--- config.mk ---
export PLATFORM = sky130hd
export DESIGN_NAME = dks_divider
export DESIGN_NICKNAME = d
export VERILOG_FILES = /design/src/hdl/dks_pkg.sv /design/src/hdl/dks_divider.sv
export SDC_FILE = /design/constraint.sdc
export NUM_CORES = 1
export LEC_CHECK = 0
export ABC_CLOCK_PERIOD_IN_PS = 10600
export BUFFER_PORTS_ARGS = -buffer_cell sky130_fd_sc_hd__buf_2
export CAP_MARGIN = 15
export CORE_ASPECT_RATIO = 1.25
export CORE_MARGIN = 2
export CORE_UTILIZATION = 50
export CTS_BUF_LIST = sky130_fd_sc_hd__clkbuf_8
export DETAILED_ROUTE_END_ITERATION = 10
export PLACE_DENSITY = 0.78
export SLEW_MARGIN = 0
export SYNTH_ARGS = -nofsm -noshare
export SYNTH_HDL_FRONTEND = slang
export SYNTH_SLANG_ARGS = --single-unit
export TNS_END_PERCENT = 30
--- constraint.sdc ---
create_clock -name clk -period 10.6 [get_ports clk]
set_input_delay 2.65 -clock clk [delete_from_list [all_inputs] [get_ports clk]]
set_output_delay 2.65 -clock clk [all_outputs]
set_load 0.005 [all_outputs]
--- src/hdl/dks_pkg.sv ---
// Shared types and constants for the diagonal Kalman smoother.
// No dependencies.
package dks_pkg;
  localparam int unsigned Lanes = 4;
  localparam int unsigned CfgIdxW = 3;

  typedef enum logic [1:0] {
    ACT_PREDICT = 2'd0,
    ACT_UPDATE  = 2'd1,
    ACT_LOAD    = 2'd2,
    ACT_NONE    = 2'd3
  } action_t;

  // divider request and reply
  typedef struct packed {
    logic        start;
    logic [63:0] dividend;
    logic [32:0] divisor;
  } div_req_t;

  typedef struct packed {
    logic        done;
    logic [63:0] quotient;
  } div_rsp_t;
endpackage

--- src/hdl/dks_divider.sv ---
// Radix-2 restoring divider, one quotient bit per cycle.
// Depends on dks_pkg.
module dks_divider (
  input  logic            clk,
  input  logic            rst,
  input  dks_pkg::div_req_t req,
  output dks_pkg::div_rsp_t rsp
);
  import dks_pkg::*;

  logic [63:0] quo;
  logic [33:0] rem;
  logic [32:0] dvs;
  logic [6:0]  cnt;
  logic        busy;
  logic        done;
  logic [33:0] trial;
  logic [33:0] shifted;

  // shift in next dividend bit and trial subtract
  assign shifted = {rem[32:0], quo[63]};
  assign trial   = shifted - {1'b0, dvs};

  always_ff @(posedge clk) begin
    if (rst) begin
      busy <= 1'b0;
      done <= 1'b0;
      cnt  <= '0;
    end else begin
      // done pulses on the cycle the last quotient bit lands
      done <= !req.start && busy && (cnt == 7'd63);
      if (req.start) begin
        busy <= 1'b1;
        quo  <= req.dividend;
        dvs  <= req.divisor;
        rem  <= '0;
        cnt  <= '0;
      end else if (busy) begin
        if (!trial[33]) begin
          rem <= trial;
          quo <= {quo[62:0], 1'b1};
        end else begin
          rem <= shifted;
          quo <= {quo[62:0], 1'b0};
        end
        cnt <= cnt + 7'd1;
        if (cnt == 7'd63) busy <= 1'b0;
      end
    end
  end
  assign rsp = '{done: done, quotient: quo};
endmodule

==> results.txt <==
Pre-antenna DRT Iters - 5
Async S/R FF share, synth - 0%
Final hold vios - 0
Overall Global Routing Usage - 22.07%
Period utilization - 41.05%
TritonCTS Buffers - 17
Compound-cell area share of the yosys netlist - 9.340%
Place WS - 5.748 ns
Die Y-Extent - 140.8 um
Max Cap Violations - 0
Synth Area in Adders - 5.948%
Die Width - 113.5 um
Syn Nets - 757
Top FF cell, synth - edfxtp_1
RSZ-0062 raised after global routing - false
Reg area - 4084 um2
Drt initial violations - 331
Core box area - 14830 um2
Status - complete, no violations
Pins Over Slew Limit - 0
Fin cells - 980
Simple-gate share of the synthesized area - 9.474%
Area share of the largest cell type after synthesis - 52.13%
Area grow syn2layout - 18.26%
Maximum clock frequency - 0.2298 GHz
Data arrival, critical path - 4.43 ns
Placed cell count - 948
Avg Inst Size Synth - 12.04 um2
Largest family of logic cells by synthesized area - multiplexers
Nets - 920
Pwr per Cell Area - 162.2 nW/um2
Vias per cell - 5.620
Worst-margin pin slew - 1.141 ns
Post-placement cell area - 8473 um2
Setup bufs post-CTS - 0
Number of global-route vias before repair - 5579
Fillcell total - 1163
Die area - 15980 um2
Clock Tree Root - clkbuf_8
Fin Hold WS - 0.5112 ns
N_diodes - 0
Post-Synth XOR/XNOR Area - 3.626%
Initial core utilization - 50.51%
Post-synthesis cell area - 7488 um2
Critical Path Sink Type - flip-flop
#FFs+latches synth - 139
Most instantiated cells after synthesis - edfxtp_1 (130), mux2_2 (65), nor2_1 (64)
Number of synthesized flops with an enable pin - 130
Drt wl/cell - 17.57 um
Top cells by area, synth - edfxtp_1 (52%), mux2_2 (9.8%), ha_1 (5.7%)
Critical Path Start Type - input port
Final setup vio count - 0
Kind of critical path - in -> reg
Row count - 50
Setup Skew - 0.01489 ns
Worst-path clk slew - 0.09 ns
CTS Buffer Depth - 2
Final ANT Viol Nets - 0
Multiplexer area fraction after synthesis - 13.65%
CP max stage delay - 0.80 ns
Multi-input logic area - 3158 um2
WP data required - 10.68 ns
Normalized max-slew margin - 23.91%
Routability cong. - 0.8785
Hold Crit Class - reg -> reg
Most frequent cell after synthesis - edfxtp_1
I/O pins - 165
Grt total ovfl - 0
Share of cells above drive strength 1 - 33.83%
Critical Path Fanout Max - 65
Via count - 5508
CP max-delay cell - nor2_4
Synth area leader - edfxtp_1
Largest net degree at the start of global routing - 97
Post_cts resized - 0
Yosys cell types - 51
Final wirelength - 17220 um
Register area share after synthesis - 54.54%
Final WS setup - 6.249 ns
Worst-Skew Late Latency - 0.45 ns
Initial antenna violation count - 0
Setup TNS - 0 ns
First-pass GRT wire length - 27520 um
Post-Syn Instances - 622
Post-DP HPWL - 12550 um
End-of-flow core utilization - 59.73%
Port bufs - 164
Cts hold-fix bufs - 0
Design area - 8856 um2
DRC - 0
Critical-path cell list - buf_2 -> nor2_4 -> buf_4
VDD IR max - 0.0001228 V
Clock Sinks - 139
H-tree depth - 4
Total chip power - 1.436 mW
Synth warnings - 0
Crit path time final - 4.351 ns
Leakage - 3.665 nW
CTS tree - built
[report_power, final]
group	total [mW]	switching, mW	internal (mW)
clock	0.423	0.215	0.208
combinational	0.338	0.186	0.152
sequential	0.675	0.0224	0.653
[final timing paths]
check	depth (start not counted)	slack (ns)	from	to
hold reg to reg	2	0.51	cnt[5]$_SDFFE_PP0P_	cnt[5]$_SDFFE_PP0P_
setup / recovery	3	6.25	rst	quo[62]$_DFFE_PP_
setup reg to reg	11	7.03	rem[17]$_SDFFCE_PP0P_	rem[31]$_SDFFCE_PP0P_
hold / removal	2	0.51	cnt[5]$_SDFFE_PP0P_	cnt[5]$_SDFFE_PP0P_
[cell usage in the layout, fill, tap and decap left out, types with 3 or more instances in the layout]
| cell | count |
|---|---|
| o31ai_1 | 5 |
| o21ai_1 | 3 |
| and2_1 | 5 |
| nor2_1 | 62 |
| o21ai_0 | 18 |
| buf_4 | 5 |
| dfxtp_1 | 9 |
| ha_1 | 34 |
| a211oi_1 | 6 |
| a21oi_1 | 43 |
| a21boi_0 | 3 |
| inv_1 | 42 |
| nand2_1 | 26 |
| nor3_1 | 4 |
| buf_2 | 163 |
| or3_1 | 7 |
| nand2b_1 | 14 |
| xnor2_1 | 17 |
| and3_1 | 4 |
| mux2_2 | 65 |
| inv_6 | 3 |
| mux2i_1 | 29 |
| nand3_1 | 6 |
| xor2_1 | 14 |
| nand4_1 | 8 |
| edfxtp_1 | 130 |
| o211ai_1 | 7 |
| clkinvlp_4 | 4 |
| a21o_1 | 9 |
| clkbuf_8 | 17 |
[worst max-delay path, delay by kind of cell]
family	cells	cell delay [ns]
AND/OR/NAND/NOR	1	0.80
buffers and inverters	2	0.89
[cell families after synthesis]
group	after synthesis
xor+xnor	31
fa+ha+maj	35
flops	139
buf+inv	64
mux	94
simple gates	147
compound gates	112
[registers in the layout (all words and copies together), names as in the netlist]
register,count
done,1
busy,1
cnt,7
dvs,33
rem,33
quo,64
[layout make-up]
cell class	count	area share, %
clock buffers	17	2.642
well taps	182	2.571
clock inverters	15	1.681
multi-input cells	419	35.66
repair buffers	168	9.635
flip-flops and latches	139	46.11
inverters	40	1.695
[routing by layer]
| layer | global-route usage [%] | wire length, um |
|---|---|---|
| met1 | 27.11 | 7097 |
| met5 | 0 | 0 |
| met4 | 7.445 | 333 |
| met2 | 36.43 | 8467 |
| met3 | 7.653 | 1323 |
Note: power is estimated with default switching activity, not from simulation.
